## src/hdl/assert_macros.svh

```systemverilog
// Assertion macros for the RTL, included by trigger_fade_envelope.
// No dependencies; include by bare file name.
`ifndef ASSERT_MACROS_SVH
`define ASSERT_MACROS_SVH

// Check a property on every rising edge outside reset.
`define ASSERT_PROP(lbl, clk, rst_n, prop) \
  lbl: assert property (@(posedge clk) disable iff (!rst_n) (prop)) \
    else $error("assertion failed");

// Check that a condition never holds outside reset.
`define ASSERT_NEVER(lbl, clk, rst_n, cond) \
  lbl: assert property (@(posedge clk) disable iff (!rst_n) !(cond)) \
    else $error("forbidden condition seen");

`endif

```

## src/hdl/tfe_pkg.sv

```systemverilog
// Package for the trigger fade envelope: codes, reset values, divider status.
// No dependencies.
package tfe_pkg;

  localparam int ElapsedBitsDef  = 20;
  localparam int DurationBitsDef = 16;
  localparam int CfgDurBits      = 16;
  localparam int QuotBits        = 8;

  // register indexes
  localparam logic [2:0] CfgRangeEnable = 3'd0;
  localparam logic [2:0] CfgRangeLow    = 3'd1;
  localparam logic [2:0] CfgRangeHigh   = 3'd2;
  localparam logic [2:0] CfgFadeMs      = 3'd3;
  localparam logic [2:0] CfgHoldMs      = 3'd4;

  // register reset values
  localparam logic        RangeEnableRst = 1'b1;
  localparam logic [31:0] RangeLowRst    = 32'd66;
  localparam logic [31:0] RangeHighRst   = 32'd65536000;
  localparam logic [15:0] FadeMsRst      = 16'd200;
  localparam logic [15:0] HoldMsRst      = 16'd0;

  // item modes
  localparam logic [1:0] ModeTick    = 2'd0;
  localparam logic [1:0] ModeTrigger = 2'd1;
  localparam logic [1:0] ModeLevel   = 2'd2;
  localparam logic [1:0] ModeUnused  = 2'd3;

  // envelope phases
  localparam logic [1:0] PhOff = 2'd0;
  localparam logic [1:0] PhIn  = 2'd1;
  localparam logic [1:0] PhOn  = 2'd2;
  localparam logic [1:0] PhOut = 2'd3;

  typedef struct packed {
    logic                busy;
    logic                done;
    logic [QuotBits-1:0] quot;
  } div_stat_t;

endpackage

```

## src/hdl/tfe_div.sv

```systemverilog
// Serial ratio unit: min(255, e*255/f), one restoring step per cycle.
// Depends on tfe_pkg.
module tfe_div #(
  parameter int DIVIDEND_BITS = tfe_pkg::ElapsedBitsDef,
  parameter int DIVISOR_BITS  = tfe_pkg::DurationBitsDef
) (
  input  logic                     clk_i,
  input  logic                     rst_ni,
  input  logic                     start_i,
  input  logic [DIVIDEND_BITS-1:0] dividend_i,
  input  logic [DIVISOR_BITS-1:0]  divisor_i,
  output tfe_pkg::div_stat_t       stat_o
);
  import tfe_pkg::*;

  localparam int NW = DIVIDEND_BITS + QuotBits;
  localparam int CntBits = $clog2(QuotBits);

  localparam logic [1:0] DIdle = 2'd0;
  localparam logic [1:0] DSat  = 2'd1;
  localparam logic [1:0] DStep = 2'd2;

  logic [1:0]          state_q, state_d;
  logic [NW-1:0]       rem_q, rem_d;
  logic [NW-1:0]       dsh_q, dsh_d;
  logic [QuotBits-1:0] quot_q, quot_d;
  logic [CntBits-1:0]  cnt_q, cnt_d;
  logic                done_q, done_d;
  logic                ge;

  assign ge = rem_q >= dsh_q;

  always_comb begin
    state_d = state_q;
    rem_d   = rem_q;
    dsh_d   = dsh_q;
    quot_d  = quot_q;
    cnt_d   = cnt_q;
    done_d  = 1'b0;
    unique case (state_q)
      DIdle: begin
        if (start_i) begin
          // e*255 as (e << 8) - e
          rem_d   = {dividend_i, {QuotBits{1'b0}}} - NW'(dividend_i);
          dsh_d   = NW'({divisor_i, {QuotBits{1'b0}}});
          state_d = DSat;
        end
      end
      DSat: begin
        // zero fade or quotient past 255: saturate
        if (dsh_q == '0 || ge) begin
          quot_d  = '1;
          done_d  = 1'b1;
          state_d = DIdle;
        end else begin
          quot_d  = '0;
          dsh_d   = dsh_q >> 1;
          cnt_d   = CntBits'(QuotBits - 1);
          state_d = DStep;
        end
      end
      DStep: begin
        if (ge) begin
          rem_d = rem_q - dsh_q;
        end
        quot_d = {quot_q[QuotBits-2:0], ge};
        dsh_d  = dsh_q >> 1;
        if (cnt_q == '0) begin
          done_d  = 1'b1;
          state_d = DIdle;
        end else begin
          cnt_d = cnt_q - 1'b1;
        end
      end
      default: state_d = DIdle;
    endcase
  end

  always_ff @(posedge clk_i or negedge rst_ni) begin
    if (!rst_ni) begin
      state_q <= DIdle;
      done_q  <= 1'b0;
    end else begin
      state_q <= state_d;
      done_q  <= done_d;
    end
  end

  always_ff @(posedge clk_i) begin
    rem_q  <= rem_d;
    dsh_q  <= dsh_d;
    quot_q <= quot_d;
    cnt_q  <= cnt_d;
  end

  assign stat_o.busy = state_q != DIdle;
  assign stat_o.done = done_q;
  assign stat_o.quot = quot_q;

endmodule

```

## src/hdl/trigger_fade_envelope.sv

```systemverilog
// Activity indicator envelope (off, fade in, on, fade out) with 8-bit opacity.
// Depends on tfe_pkg, tfe_div and assert_macros.svh.
//
//  channel  | signals                                         | direction
//  ---------+-------------------------------------------------+----------
//  input    | in_valid_i/in_ready_o, mode, elapsed, level, ok | in
//  result   | out_valid_o/out_ready_i, opacity, phase, timer  | out
//  config   | cfg_we_i, cfg_addr_i, cfg_wdata_i               | in
//
// Sequence: capture, update, phase check (skipped for the unused mode), ratio
//   start, ratio wait, output; ready returns as the result is loaded. The ratio
//   wait ends at its first compare when the ratio saturates, else after eight serial steps.
// Reset: envelope clears to off, timer stopped; registers take reset values.
// Stalls: the result register holds until taken; a finished item waits in the
//   output step while the previous result is still pending.
`include "assert_macros.svh"

module trigger_fade_envelope #(
  parameter int ELAPSED_BITS  = tfe_pkg::ElapsedBitsDef,
  parameter int DURATION_BITS = tfe_pkg::DurationBitsDef
) (
  input  logic               clk_i,
  input  logic               rst_ni,
  // input items
  input  logic               in_valid_i,
  output logic               in_ready_o,
  input  logic [1:0]         mode_i,
  input  logic [9:0]         elapsed_ms_i,
  input  logic signed [31:0] level_value_i,
  input  logic               value_valid_i,
  // result items
  output logic               out_valid_o,
  input  logic               out_ready_i,
  output logic [7:0]         opacity_o,
  output logic [1:0]         phase_o,
  output logic               timer_running_o,
  // configuration writes
  input  logic               cfg_we_i,
  input  logic [2:0]         cfg_addr_i,
  input  logic [31:0]        cfg_wdata_i
);
  import tfe_pkg::*;

  // Elapsed time is kept wide enough for a reversed fade, which is not
  // clipped to the elapsed width.
  localparam int EW = (ELAPSED_BITS > DURATION_BITS) ? ELAPSED_BITS : DURATION_BITS;
  localparam int CW = (DURATION_BITS > CfgDurBits) ? DURATION_BITS : CfgDurBits;
  localparam logic [EW:0]   ElapsedMax = (EW + 1)'((64'd1 << ELAPSED_BITS) - 64'd1);
  localparam logic [CW-1:0] DurMax     = CW'((64'd1 << DURATION_BITS) - 64'd1);

  localparam logic [2:0] SIdle  = 3'd0;
  localparam logic [2:0] SUpd   = 3'd1;
  localparam logic [2:0] SChk   = 3'd2;
  localparam logic [2:0] SStart = 3'd3;
  localparam logic [2:0] SWait  = 3'd4;
  localparam logic [2:0] SOut   = 3'd5;

  // configuration
  logic               range_en_q;
  logic signed [31:0] range_low_q, range_high_q;
  logic [15:0]        fade_ms_q, hold_ms_q;

  // captured item
  logic [1:0]         mode_q;
  logic [9:0]         dt_q;
  logic signed [31:0] level_q;
  logic               vvalid_q;

  // sequencer and envelope state
  logic [2:0]               state_q, state_d;
  logic [1:0]               phase_q, phase_d;
  logic [EW-1:0]            elapsed_q, elapsed_d;
  logic [DURATION_BITS-1:0] fade_len_q, fade_len_d;
  logic [DURATION_BITS-1:0] hold_len_q, hold_len_d;
  logic                     hold_forever_q, hold_forever_d;
  logic                     running_q, running_d;

  // result register
  logic       out_valid_q, out_valid_d;
  logic [7:0] opacity_q, opacity_d;
  logic [1:0] phase_out_q;
  logic       running_out_q;

  logic                     div_start;
  div_stat_t                div_st;

  // item decode and timing load
  logic [CW-1:0]            fade_ext, hold_ext;
  logic [DURATION_BITS-1:0] nf, nh, hold_sat;
  logic                     nfor, is_flash, timing_chg, in_range, turn_on;
  logic [EW-1:0]            nf_e, rev, tick_e;
  logic [EW:0]              tick_sum;
  logic                     e_ge_f, e_ge_h;

  always_comb begin
    fade_ext = CW'(fade_ms_q);
    hold_ext = CW'(hold_ms_q);
    nf       = (fade_ext > DurMax) ? DurMax[DURATION_BITS-1:0] : fade_ext[DURATION_BITS-1:0];
    hold_sat = (hold_ext > DurMax) ? DurMax[DURATION_BITS-1:0] : hold_ext[DURATION_BITS-1:0];
    is_flash = (mode_q == ModeTrigger) || (mode_q == ModeLevel && !range_en_q);
    nh       = is_flash ? hold_sat : '0;
    nfor     = !is_flash;
    timing_chg = (nf != fade_len_q) || (nh != hold_len_q) || (nfor != hold_forever_q);
    // reversed bounds swap
    if (range_low_q > range_high_q) begin
      in_range = level_q >= range_high_q && level_q <= range_low_q;
    end else begin
      in_range = level_q >= range_low_q && level_q <= range_high_q;
    end
    turn_on  = is_flash || (vvalid_q && in_range);
    nf_e     = EW'(nf);
    rev      = (elapsed_q < nf_e) ? nf_e - elapsed_q : '0;
    tick_sum = {1'b0, elapsed_q} + (EW + 1)'(dt_q);
    tick_e   = (tick_sum > ElapsedMax) ? ElapsedMax[EW-1:0] : tick_sum[EW-1:0];
    e_ge_f   = elapsed_q >= EW'(fade_len_q);
    e_ge_h   = elapsed_q >= EW'(hold_len_q);
  end

  always_comb begin
    state_d        = state_q;
    phase_d        = phase_q;
    elapsed_d      = elapsed_q;
    fade_len_d     = fade_len_q;
    hold_len_d     = hold_len_q;
    hold_forever_d = hold_forever_q;
    running_d      = running_q;
    out_valid_d    = out_valid_q && !out_ready_i;
    opacity_d      = opacity_q;
    div_start      = 1'b0;
    unique case (state_q)
      SIdle: begin
        if (in_valid_i) begin
          state_d = SUpd;
        end
      end
      SUpd: begin
        state_d = SChk;
        unique case (mode_q)
          ModeTick: begin
            if (running_q) begin
              elapsed_d = tick_e;
            end
          end
          ModeTrigger, ModeLevel: begin
            // load timing; a changed finite hold restarts a stopped timer
            fade_len_d     = nf;
            hold_len_d     = nh;
            hold_forever_d = nfor;
            if (timing_chg && phase_q == PhOn && !nfor) begin
              running_d = 1'b1;
            end
            if (turn_on) begin
              unique case (phase_q)
                PhOff: begin
                  elapsed_d = '0;
                  phase_d   = PhIn;
                  running_d = 1'b1;
                end
                PhOn:  elapsed_d = '0;
                PhOut: begin
                  elapsed_d = rev;
                  phase_d   = PhIn;
                end
                default: ;
              endcase
            end else begin
              unique case (phase_q)
                PhIn: begin
                  elapsed_d = rev;
                  phase_d   = PhOut;
                end
                PhOn: begin
                  elapsed_d = '0;
                  phase_d   = PhOut;
                  running_d = 1'b1;
                end
                default: ;
              endcase
            end
          end
          default: state_d = SStart;  // unused mode: no change, no check
        endcase
      end
      SChk: begin
        state_d = SStart;
        unique case (phase_q)
          PhIn: begin
            if (fade_len_q == '0 || e_ge_f) begin
              phase_d   = PhOn;
              elapsed_d = '0;
            end
          end
          PhOn: begin
            if (hold_forever_q) begin
              running_d = 1'b0;
            end else if (hold_len_q == '0 || e_ge_h) begin
              phase_d   = PhOut;
              elapsed_d = '0;
            end
          end
          PhOut: begin
            if (fade_len_q == '0 || e_ge_f) begin
              phase_d   = PhOff;
              running_d = 1'b0;
            end
          end
          default: running_d = 1'b0;
        endcase
      end
      SStart: begin
        div_start = 1'b1;
        state_d   = SWait;
      end
      SWait: begin
        if (div_st.done) begin
          state_d = SOut;
        end
      end
      SOut: begin
        if (!out_valid_q || out_ready_i) begin
          unique case (phase_q)
            PhIn:    opacity_d = div_st.quot;
            PhOn:    opacity_d = 8'hFF;
            PhOut:   opacity_d = ~div_st.quot;
            default: opacity_d = 8'h00;
          endcase
          out_valid_d = 1'b1;
          state_d     = SIdle;
        end
      end
      default: state_d = SIdle;
    endcase
  end

  assign in_ready_o = state_q == SIdle;

  // configuration registers
  always_ff @(posedge clk_i or negedge rst_ni) begin
    if (!rst_ni) begin
      range_en_q   <= RangeEnableRst;
      range_low_q  <= RangeLowRst;
      range_high_q <= RangeHighRst;
      fade_ms_q    <= FadeMsRst;
      hold_ms_q    <= HoldMsRst;
    end else if (cfg_we_i) begin
      unique case (cfg_addr_i)
        CfgRangeEnable: range_en_q   <= cfg_wdata_i[0];
        CfgRangeLow:    range_low_q  <= cfg_wdata_i;
        CfgRangeHigh:   range_high_q <= cfg_wdata_i;
        CfgFadeMs:      fade_ms_q    <= cfg_wdata_i[15:0];
        CfgHoldMs:      hold_ms_q    <= cfg_wdata_i[15:0];
        default: ;
      endcase
    end
  end

  // control and envelope state
  always_ff @(posedge clk_i or negedge rst_ni) begin
    if (!rst_ni) begin
      state_q        <= SIdle;
      phase_q        <= PhOff;
      elapsed_q      <= '0;
      fade_len_q     <= '0;
      hold_len_q     <= '0;
      hold_forever_q <= 1'b0;
      running_q      <= 1'b0;
      out_valid_q    <= 1'b0;
    end else begin
      state_q        <= state_d;
      phase_q        <= phase_d;
      elapsed_q      <= elapsed_d;
      fade_len_q     <= fade_len_d;
      hold_len_q     <= hold_len_d;
      hold_forever_q <= hold_forever_d;
      running_q      <= running_d;
      out_valid_q    <= out_valid_d;
    end
  end

  // item capture and result payload
  always_ff @(posedge clk_i) begin
    if (in_valid_i && in_ready_o) begin
      mode_q   <= mode_i;
      dt_q     <= elapsed_ms_i;
      level_q  <= level_value_i;
      vvalid_q <= value_valid_i;
    end
    opacity_q <= opacity_d;
    if (state_q == SOut && (!out_valid_q || out_ready_i)) begin
      phase_out_q   <= phase_q;
      running_out_q <= running_q;
    end
  end

  tfe_div #(
    .DIVIDEND_BITS(EW),
    .DIVISOR_BITS (DURATION_BITS)
  ) u_div (
    .clk_i     (clk_i),
    .rst_ni    (rst_ni),
    .start_i   (div_start),
    .dividend_i(elapsed_q),
    .divisor_i (fade_len_q),
    .stat_o    (div_st)
  );

  assign out_valid_o     = out_valid_q;
  assign opacity_o       = opacity_q;
  assign phase_o         = phase_out_q;
  assign timer_running_o = running_out_q;

  // an accepted item blocks the next one
  `ASSERT_PROP(a_one_item, clk_i, rst_ni, (in_valid_i && in_ready_o) |=> !in_ready_o)
  // the timer never runs while the envelope is off
  `ASSERT_NEVER(a_off_stopped, clk_i, rst_ni, phase_q == PhOff && running_q)
  // an infinite hold always comes with a zero hold length
  `ASSERT_NEVER(a_forever_no_hold, clk_i, rst_ni, hold_forever_q && hold_len_q != '0)
  // the ratio unit only works for the item being finished
  `ASSERT_PROP(a_div_owned, clk_i, rst_ni, (state_q == SIdle) |-> !div_st.busy)

endmodule

```

## config.mk

```make
export PLATFORM = sky130hd
export DESIGN_NAME = trigger_fade_envelope
export DESIGN_NICKNAME = d
export VERILOG_FILES = /design/src/hdl/tfe_pkg.sv /design/src/hdl/tfe_div.sv /design/src/hdl/trigger_fade_envelope.sv
export VERILOG_INCLUDE_DIRS = /design/src /design/src/hdl
export SDC_FILE = /design/constraint.sdc
export NUM_CORES = 1
export LEC_CHECK = 0
export ABC_CLOCK_PERIOD_IN_PS = 4000
export BUFFER_PORTS_ARGS = -buffer_cell sky130_fd_sc_hd__buf_2
export CAP_MARGIN = 20
export CORE_MARGIN = 4
export CORE_UTILIZATION = 40
export DETAILED_ROUTE_END_ITERATION = 7
export GPL_TIMING_DRIVEN = 0
export HOLD_SLACK_MARGIN = 0.1
export SYNTH_ARGS = -nofsm -noshare
export SYNTH_HDL_FRONTEND = slang
export SYNTH_SLANG_ARGS = --single-unit
```

## constraint.sdc

```tcl
create_clock -name clk_i -period 4 [get_ports clk_i]
set_input_delay 1 -clock clk_i [delete_from_list [all_inputs] [get_ports clk_i]]
set_output_delay 1 -clock clk_i [all_outputs]
set_load 0.02 [all_outputs]
```

* Yosys cells after proc, flatten, opt, wreduce, memory -nomap -nowiden
Index checks and enable logic that the tools add are counted.
Operators by class: add/sub/neg operators 5, magnitude comparators 12, equality and inequality tests 42, muxes and demuxes 62, bitwise operators 1, reductions and logical operators 54
Operators by type and width (count):
- one-hot mux 20 bit (2 select lines) | 5
- two-way mux 20 bit | 7
- two-way mux 28 bit | 4
- one-hot mux 28 bit (3 select lines) | 1
- greater-or-equal comparator 32 bit | 2
- <= comparator 32 bit | 2
- one-hot mux 28 bit (2 select lines) | 1
- two-way mux 16 bit | 3
- greater-or-equal comparator 20 x 16 -> 1 bit | 2
- > comparator 16 bit, second input constant | 2
- > comparator 32 bit | 1
- zero test 16 bit | 2
- inequality test 16 bit | 2
- greater-or-equal comparator 28 bit | 1
- zero test 28 bit | 1
- subtractor 28 x 20 -> 28 bit | 1
- subtractor 28 bit | 1
- inequality test 3 bit, second input constant | 9
- one-hot mux 8 bit (3 select lines) | 1
- two-way mux 2 bit | 11
- adder 20 x 10 -> 21 bit | 1
- > comparator 21 x 20 -> 1 bit, second input constant | 1
- less-than comparator 20 x 16 -> 1 bit | 1
- subtractor 16 x 20 -> 20 bit | 1
- other kinds (36) | 113
Word-level totals: flip-flop bits (word level) 283, output and inout bits 13, word-level logic and storage cells 202

* Depth between registers and ports, before layout
Gate-level depths: netlist (run 1).
word-level depth 14, gate-level depth with buffers 17, depth with buffers taken out 16

* Hierarchy
A second synthesis (run 1) with hierarchy kept.
Unflattened totals: cell total of the unflattened synthesis 1982, area, all modules 19073.3 um^2
Modules (own cells, without submodules):
- trigger_fade_envelope | instances 1, cells an instance 1387, area each 13504.2 um^2, sequential area each 5625.4 um^2
- tfe_div | instances 1, cells an instance 595, area each 5569.1 um^2, sequential area each 1966.9 um^2

* Least setup slack after synthesis (run 1)
Ideal clock, no wire load.
path kind flip-flop to flip-flop, from register u_div.dsh_q[0], to register u_div.rem_q[0], enable pin, setup time 0.422 ns, arrival 3.719 ns, setup slack -0.141 ns, stages on the path, launching flop included 14, period minus slack after synthesis 4.141 ns, path through edfxtp_1 -> ha_1 -> fa_1 -> nor2b_1 -> o21ai_0 -> a21oi_1 -> o21a_1 -> o21a_1 -> o21a_1 -> o211ai_1 -> and3_1 -> a21oi_1 -> nor2_1 -> a21oi_1
On the way: cells in the longest elaborated chain, start to end 3
RTL lines:
- start: declaration | RTL line tfe_div.sv:25 | logic [NW-1:0] dsh_q, dsh_d;
- start signal: assignment | RTL line tfe_div.sv:91 | dsh_q <= dsh_d;
- greater-or-equal comparator 28 bit | RTL line tfe_div.sv:31 | assign ge = rem_q >= dsh_q;
- inequality test 2 x 1 -> 1 bit (no line)
- AND reduction 3 bit (no line)
- end signal: assignment | RTL line tfe_div.sv:90 | rem_q <= rem_d;
- end: declaration | RTL line tfe_div.sv:24 | logic [NW-1:0] rem_q, rem_d;
Every way passes these cells. A chain may end at the register's enable or synchronous reset.

* Worst setup path in the final report (run 1)
from register u_div.dsh_q[2], to register u_div.dsh_q[0], enable pin
On the way: cells in the longest elaborated chain, start to end 4, elaborated cells on any way between the ends 5, those cells by class 1 x order compare; 1 x eq/ne; 3 x reduce/logical
RTL lines:
- greater-or-equal comparator 28 bit or zero test 28 bit (tied branches) | RTL line tfe_div.sv:31, tfe_div.sv:51
- logical OR 1 bit (*) | RTL line tfe_div.sv:51 | if (dsh_q == '0 || ge) begin
- inequality test 2 bit (no line) (*)
- AND reduction 3 bit (no line) (*)
Mark *: on every way between the ends. The rest lies on a longest branch, timed or not.

==> reports/qor.yml, run 1 <==
syn_avg_cell_area_um2: 9.67
muxShareOfSynthArea_pct: 3.75
vdd_drop_max_mv: 0.284
ys_async_sr_fraction_pct: 57.3
overflow: 0
io_buffers: 95
final_util_pct: 46.9
num_rows: 77
report.final.hold_viol_count: 0
period_minus_slack_ns: 3.83
synth_compound_area_share_pct: 17.6
grt_max_degree: 120
ys_types: 83
core_um2: 44500
yosys.area_share.simple_pct: 13.4
cp.required_ns: 4.20
antenna_found_initial: 1
max_slew_margin_pct: 37.9
yosys-top-cells-area: "dfrtp_1 (20%), edfxtp_1 (20%), ha_1 (14%), o21ai_0 (4.7%), a21oi_1 (3.9%)"
slew_violations: 0
synth-edff-count: 119
r2r-end: "u_div.dsh_q[0]"
synthCells: 1878
synth-adder-area-share_pct: 14.5
synth_most_common_cell: "ha_1"
placed_area_um2: 19500
grt_pass1_vias: 14500
synth_seq_area_share_pct: 41.8
layout.nets: 2320
track_usage_pct: 20.4
die_area_um2: 48900
clockBufferDepth: 3
synth-xor-area-share_pct: 3.76
multi_input_area_um2: 9770
yosysWarnings: 0
fillers: 4236
ff2ff_path_depth: 13
stdcell_area_um2: 20900
clock_sinks: 279
area_growth_pct: 14.9
synth_top_area_share_pct: 20.4
cp_max_fo: 24
cts_made_buffers: 34
setup_viol: 0
clk_latency_ns: 0.57
place_congestion: 0.915
n_antenna_cell: 0
whs_ns: 0.318
worst_hold_path_type: "primary input to async pin"
fin_crit_sh_pct: 95.7
vias_per_cell: 5.48
clock.fmax_ghz: 0.261
synthTopCellsByCount: "ha_1 (206), inv_1 (186), nand2_1 (184), o21ai_0 (171), dfrtp_1 (148)"
criticalPathCategory: "flip-flop to flip-flop"
h-tree-depth: 2
drive_above_1_share_pct: 14.2
worst_setup_path_end_kind: "flip-flop"
dp_hpwl_um: 39100
syn_area_um2: 18200
synthFlopType: "dfrtp_1"
yosys.area.top_type: "dfrtp_1"
synth-seq-cells: 279
drc: 0
wire_per_inst_um: 19.3
die_w_um: 221
die_h_um: 221
hold_buffers: 0
critical_path_arrival_ns: 4.03
dr.pass1.iters: 5
powerDensity_nw_per_um2: 388
tritoncts: "yes"
r2r_slack_ns: 0.17
synth_top_family_by_area: "compound AO/OA/AOI/OAI gates"
status: "finished clean"
start_util_pct: 40.8
worst_clock_skew_ns: 0.0336
io_pins: 98
ant_nets: 0
p_leak_nw: 8.97
syn_nets: 2172
drt_wl_total_um: 51000
seq_area_um2: 7600
grt_pass1_wl_um: 80800
drt-initial-drc-count: 960
clkTransAtPathRegs_ns: 0.06
max_cap_viol_count: 0
num_vias: 14500
reg2reg_from: "u_div.dsh_q[2]"
worstMarginPinSlew_ns: 0.929
crit_path_start_kind: "flip-flop"
cts_root_buffer: "clkbuf_16"
worst max-delay path by stage:
| stage | from | endpoint | slack (ns) | cells after the start |
|---|---|---|---|---|
| 3_3_place_gp | rst_ni | elapsed_q[6] | -0.69 | 1 |
| 5_1_grt | fade_ext[0] | elapsed_q[11] | -0.02 | 18 |
| 6_report | u_div.dsh_q[2] | u_div.dsh_q[0] | 0.17 | 13 |
| 3_5_place_dp | elapsed_q[1] | elapsed_q[11] | -0.52 | 14 |
| 2_1_floorplan | u_div.dsh_q[0] | u_div.rem_q[0] | 0.48 | 13 |
| 4_1_cts | range_high_q[23] | elapsed_q[6] | 0.006 | 16 |
worst max-delay path, cell delays in order, from the launching register on:
cell and delay [ns]:
edfxtp_1 0.38, inv_1 0.06, ha_1 0.35, nor2b_1 0.15, o21ai_0 0.23, a21oi_1 0.14
o21a_1 0.20, o21a_1 0.19, o21a_1 0.19, o211ai_1 0.21, and3_1 0.33, a21oi_1 0.16
o31ai_1 0.35, and3b_4 0.52
timing repair:
action / CTS / global route
pin swaps: 3 / 12
resized for setup: 12 / 28
setup buffers: 4 / 9
gates cloned: 0 / 0
endpoints found under the setup margin: 47 / 47
cells by family after synthesis:
family,after synthesis
adders and majority gates,209
DFF,279
xor gates and xnor gates,78
and+or+nand+nor,500
AOI/OAI and AO/OA,509
buffers and inverters,241
muxes,62
stage by stage:
step	TNS (ns)	cells	setup slack, ns	power [mW]
after floorplan	0	1878	0.476	4.43
after global placement	-126.97	2565	-0.685	4.84
after detailed placement	-14.01	2568	-0.518	4.90
after CTS	0	2634	0.00628	8.12
after global routing	-0.0158	2644	-0.0158	8.54
final	0	2644	0.171	8.10
where the power goes:
part           internal [mW]  switching [mW]
combinational          0.687           0.880
clock                   1.83            1.31
sequential              3.20           0.186
sequential cells by signal, indices dropped and copies added (netlist names), 2 cells and up:
name           cells
level_q           32
range_high_q      32
range_low_q       32
u_div.rem_q       28
u_div.dsh_q       24
elapsed_q         20
fade_ext          16
fade_len_q        16
hold_ext          16
hold_len_q        16
dt_q              10
opacity_o          8
u_div.quot_q       8
state_q            3
u_div.cnt_q        3
mode_q             2
phase_o            2
phase_q            2
u_div.state_q      2
area by class of cell:
| type | count | area share [%] |
|---|---|---|
| plain buffers | 53 | 1.17 |
| flip-flops and latches | 279 | 36.4 |
| repair buffers | 112 | 3.22 |
| clock buffers | 40 | 4.33 |
| well taps | 592 | 3.55 |
| multi-input cells | 1358 | 46.8 |
| inverters | 188 | 3.40 |
| clock inverters | 22 | 1.13 |
cell usage in the layout, fill, tap and decap left out, types with 13 or more instances in the layout:
cell type,netlist,final
and2_1,18,17
nor2b_1,23,23
edfxtp_1,119,119
mux2i_1,13,13
nand2_1,184,184
buf_2,3,98
inv_1,186,185
nor3_1,22,21
xor2_1,31,31
a21o_1,39,39
o21a_1,20,20
mux2_2,49,49
ha_1,206,205
a22o_1,13,13
o21ai_0,171,170
xnor2_1,47,47
dfrtp_1,148,144
clkbuf_16,0,34
nand2b_1,15,15
nor2_1,97,96
a21oi_1,140,134
nand4_1,42,42
clkbuf_1,43,44
nor4_1,24,24
nand3_1,24,24
per-layer routing:
| metal | vias to the layer above | track usage, % | routed length (um) |
|---|---|---|---|
| li1 | 7081 | - | - |
| met1 | 6959 | 27.5 | 22900 |
| met2 | 368 | 33.7 | 24000 |
| met3 | 87 | 3.49 | 2470 |
| met4 | 2 | 6.68 | 1680 |
| met5 | - | 0 | 13 |
Note: power is estimated with default switching activity, not from simulation.
==> run 2, diff against run 1 <==
--- a/config.mk
+++ b/config.mk
@@ -6,6 +6,7 @@
 export SDC_FILE = /design/constraint.sdc
 export NUM_CORES = 1
 export LEC_CHECK = 0
+export ABC_AREA = 1
 export ABC_CLOCK_PERIOD_IN_PS = 4000
 export BUFFER_PORTS_ARGS = -buffer_cell sky130_fd_sc_hd__buf_2
 export CAP_MARGIN = 20
==> run 2 against run 1 <==
Sequential power shrank 1%. Maximum frequency grew 8.6%. Hold slack gained 0.080 ns. Flip-flop and latch count is the same. Clock-buffer cell count grew 4. Critical endpoint is now u_div.dsh_q[23]. Via count grew 16%. Core utilization shrank 0.89 points. Power shrank 0.58%. Sequential share of layout area shrank 1.1 points. First-iteration DRC count grew 20%. Critical path depth grew 5. Clock skew shrank 0.015 ns.
==> reports/qor.yml, run 2 <==
status: "finished clean"
drc: 0
fin_cells: 3192
final_common_cell: "nand2_1"
synthTopCellsByCount: "nand2_1 (620), inv_1 (331), o21ai_0 (262), ha_1 (206), a21oi_1 (179)"
fin_ws_ns: 0.475
cp.required_ns: 4.25
vias_per_cell: 5.26
ff2ff_path_depth: 18
synth-adder-area-share_pct: 13.9
yosys-top-cells-area: "dfrtp_1 (19%), edfxtp_1 (19%), ha_1 (14%), nand2_1 (12%), o21ai_0 (6.9%)"
p_leak_nw: 10.5
drive_above_1_share_pct: 8.20
slew_violations: 0
syn_area_um2: 19000
fin_crit_sh_pct: 88.1
muxShareOfSynthArea_pct: 0
worst_setup_path_end_kind: "flip-flop"
max_slew_margin_pct: 44.7
core_um2: 46800
clkTransAtPathRegs_ns: 0.06
yosys.area_share.simple_pct: 21.2
synth-xor-area-share_pct: 2.30
critPathCapture: "u_div.dsh_q[23]"
place_congestion: 0.901
start_util_pct: 40.7
max_cap_viol_count: 0
criticalPathCategory: "flip-flop to flip-flop"
drt-initial-drc-count: 1153
antenna_found_initial: 0
final_cell_mix: "nand2_1 (620), inv_1 (330), o21ai_0 (262), ha_1 (206), a21oi_1 (179)"
num_rows: 79
rsz0062_at_grt: "false"
grt_pass1_vias: 16300
yosysWarnings: 0
p_sw_mw: 2.54
cts_made_buffers: 34
clock_sinks: 279
io_buffers: 97
synth-edff-count: 119
ant_nets: 0
report.final.hold_viol_count: 0
top_regs: "level_q (32), range_high_q (32), range_low_q (32)"
tritoncts: "yes"
critical_path_arrival_ns: 3.77
setup_viol: 0
worst_hold_path_type: "primary input to async pin"
grt_pass1_wl_um: 86200
syn_avg_cell_area_um2: 7.87
n_antenna_cell: 0
io_pins: 98
clock.fmax_ghz: 0.284
clk_latency_ns: 0.56
reg2reg_from: "u_div.dsh_q[3]"
r2r_slack_ns: 0.48
worst_clock_skew_ns: 0.0190
wire_per_inst_um: 17.4
hold_buffers: 0
ys_async_sr_fraction_pct: 57.3
die_w_um: 226
synth_compound_area_share_pct: 14.6
h-tree-depth: 2
track_usage_pct: 21.4
synth-seq-cells: 279
synth_top_family_by_area: "simple AND/OR/NAND/NOR gates"
place_ws_ns: 0.306
dr.pass1.iters: 7
drt_wl_total_um: 55400
die_area_um2: 51100
crit_path_start_kind: "flip-flop"
internal_power_mw: 5.51
die_h_um: 226
overflow: 0
synth_seq_area_share_pct: 39.9
fin_setup_tns_ns: 0
path_cells: "inv_1, ha_1, a21oi_1, nand2_1, a21oi_1, o21a_1, o21ai_1, nand2_1, nand2_1, nand2_1, nand2_1, nand2_1, nand2_1, nor2_1, nand2_1, nand2_1, and3b_1, buf_8"
yosys.area.top_type: "dfrtp_1"
powerDensity_nw_per_um2: 374
seqPwrFrac_pct: 41.6
synthFlopType: "dfrtp_1"
cp_max_fo: 21
clockBufferDepth: 3
num_vias: 16800
synth_top_area_share_pct: 19.5
ys_types: 64
crit_path_frequent_cell: "nand2_1"
dp.cells: 3128
cts_root_buffer: "clkbuf_16"
pwr-share-clk_pct: 37.7
slowest_delay_ns: 0.37
period_minus_slack_ns: 3.52
pwr-share-comb_pct: 20.7
synthCells: 2419
switching_share_pct: 31.6
final_util_pct: 46.0
synth_most_common_cell: "nand2_1"
dp_hpwl_um: 43400
syn_nets: 2713
vdd_drop_max_mv: 0.359
crit_start: "u_div.dsh_q[3]"
cp_slowest_cell: "edfxtp_1"
worstMarginPinSlew_ns: 0.829
grt_max_degree: 94
area_growth_pct: 13.0
layout.nets: 2853
fillers: 4709
r2r-end: "u_div.dsh_q[23]"
==> run 2: cell types whose count changed in the layout (fill, tap and decap cells not counted), sizes merged, moves of 14 or more <==
cell / before / now
nand2: 184 / 624
inv: 186 / 337
o21ai: 174 / 269
nand3: 24 / 110
nor2: 98 / 150
mux2: 49 / 0
a21o: 39 / 4
a21oi: 148 / 179
xnor2: 47 / 16
nor2b: 23 / 0
and2: 19 / 1
nand2b: 15 / 0
nand4: 42 / 28
==> run 2: worst max-delay path, delay by kind of cell, from the launching register on <==
kind / cells / cell delay (ns)
flops: 1 / 0.37
buf+inv: 2 / 0.30
compound gates: 4 / 0.77
fa+ha+maj: 1 / 0.36
simple gates: 11 / 1.40
==> run 2: worst min-delay path by stage <==
stage | end | startpoint | depth (start not counted)
6_report | u_div.state_q[0] | rst_ni | 1
5_1_grt | u_div.state_q[0] | rst_ni | 1
4_1_cts | u_div.state_q[0] | rst_ni | 1
3_5_place_dp | range_high_q[14] | range_high_q[14] | 2
3_3_place_gp | range_high_q[5] | range_high_q[5] | 2
2_1_floorplan | hold_ext[1] | hold_ext[1] | 2
==> run 2: final cells by class <==
class / count / area, um^2 / area share, %
Multi-Input combinational cell: 1739 / 9890 / 46.0
Sequential cell: 279 / 7590 / 35.3
Inverter: 337 / 1270 / 5.91
Clock buffer: 44 / 940 / 4.37
Tap cell: 607 / 759 / 3.53
Timing Repair Buffer: 104 / 624 / 2.90
Buffer: 64 / 290 / 1.35
Clock inverter: 18 / 143 / 0.663
==> run 2: per-stage QoR <==
stage | instance area (um^2) | total power, mW | hold slack [ns]
after global placement | 20300 | 5.02 | 0.469
after CTS | 21500 | 8.13 | 0.451
after detailed placement | 20400 | 5.07 | 0.476
after floorplan | 19000 | 4.56 | 0.453
final | 21500 | 8.05 | 0.397
after global routing | 21500 | 8.53 | 0.478
==> run 2: cells by family after synthesis <==
| family | count (synthesis) |
|---|---|
| flops | 279 |
| simple gates | 964 |
| fa+ha+maj | 209 |
| xor+xnor | 50 |
| buf+inv | 401 |
| compound gates | 516 |
==> run 2: metal layers <==
metal  GRT usage (%)  vias up  wire, um
met5               0        -         0
met4            8.13        0      2060
met3            2.61       99      2590
met2            36.0      408     26100
met1            28.2     7927     24600
li1                -     8349         -
==> run 2: power groups by stage <==
stage / Combinational, mW / Sequential [mW] / Clock (mW)
2_1_floorplan: 1.22 / 3.34 / 0
3_3_place_gp: 1.62 / 3.40 / 0
3_5_place_dp: 1.67 / 3.40 / 0
4_1_cts: 1.67 / 3.35 / 3.11
5_1_grt: 1.93 / 3.37 / 3.22
6_report: 1.67 / 3.35 / 3.03
==> run 2: what timing repair did <==
item | in CTS | in global routing
gates resized for setup | 0 | 1
buffers inserted | 0 | 2
endpoints found under the setup margin | 0 | 13
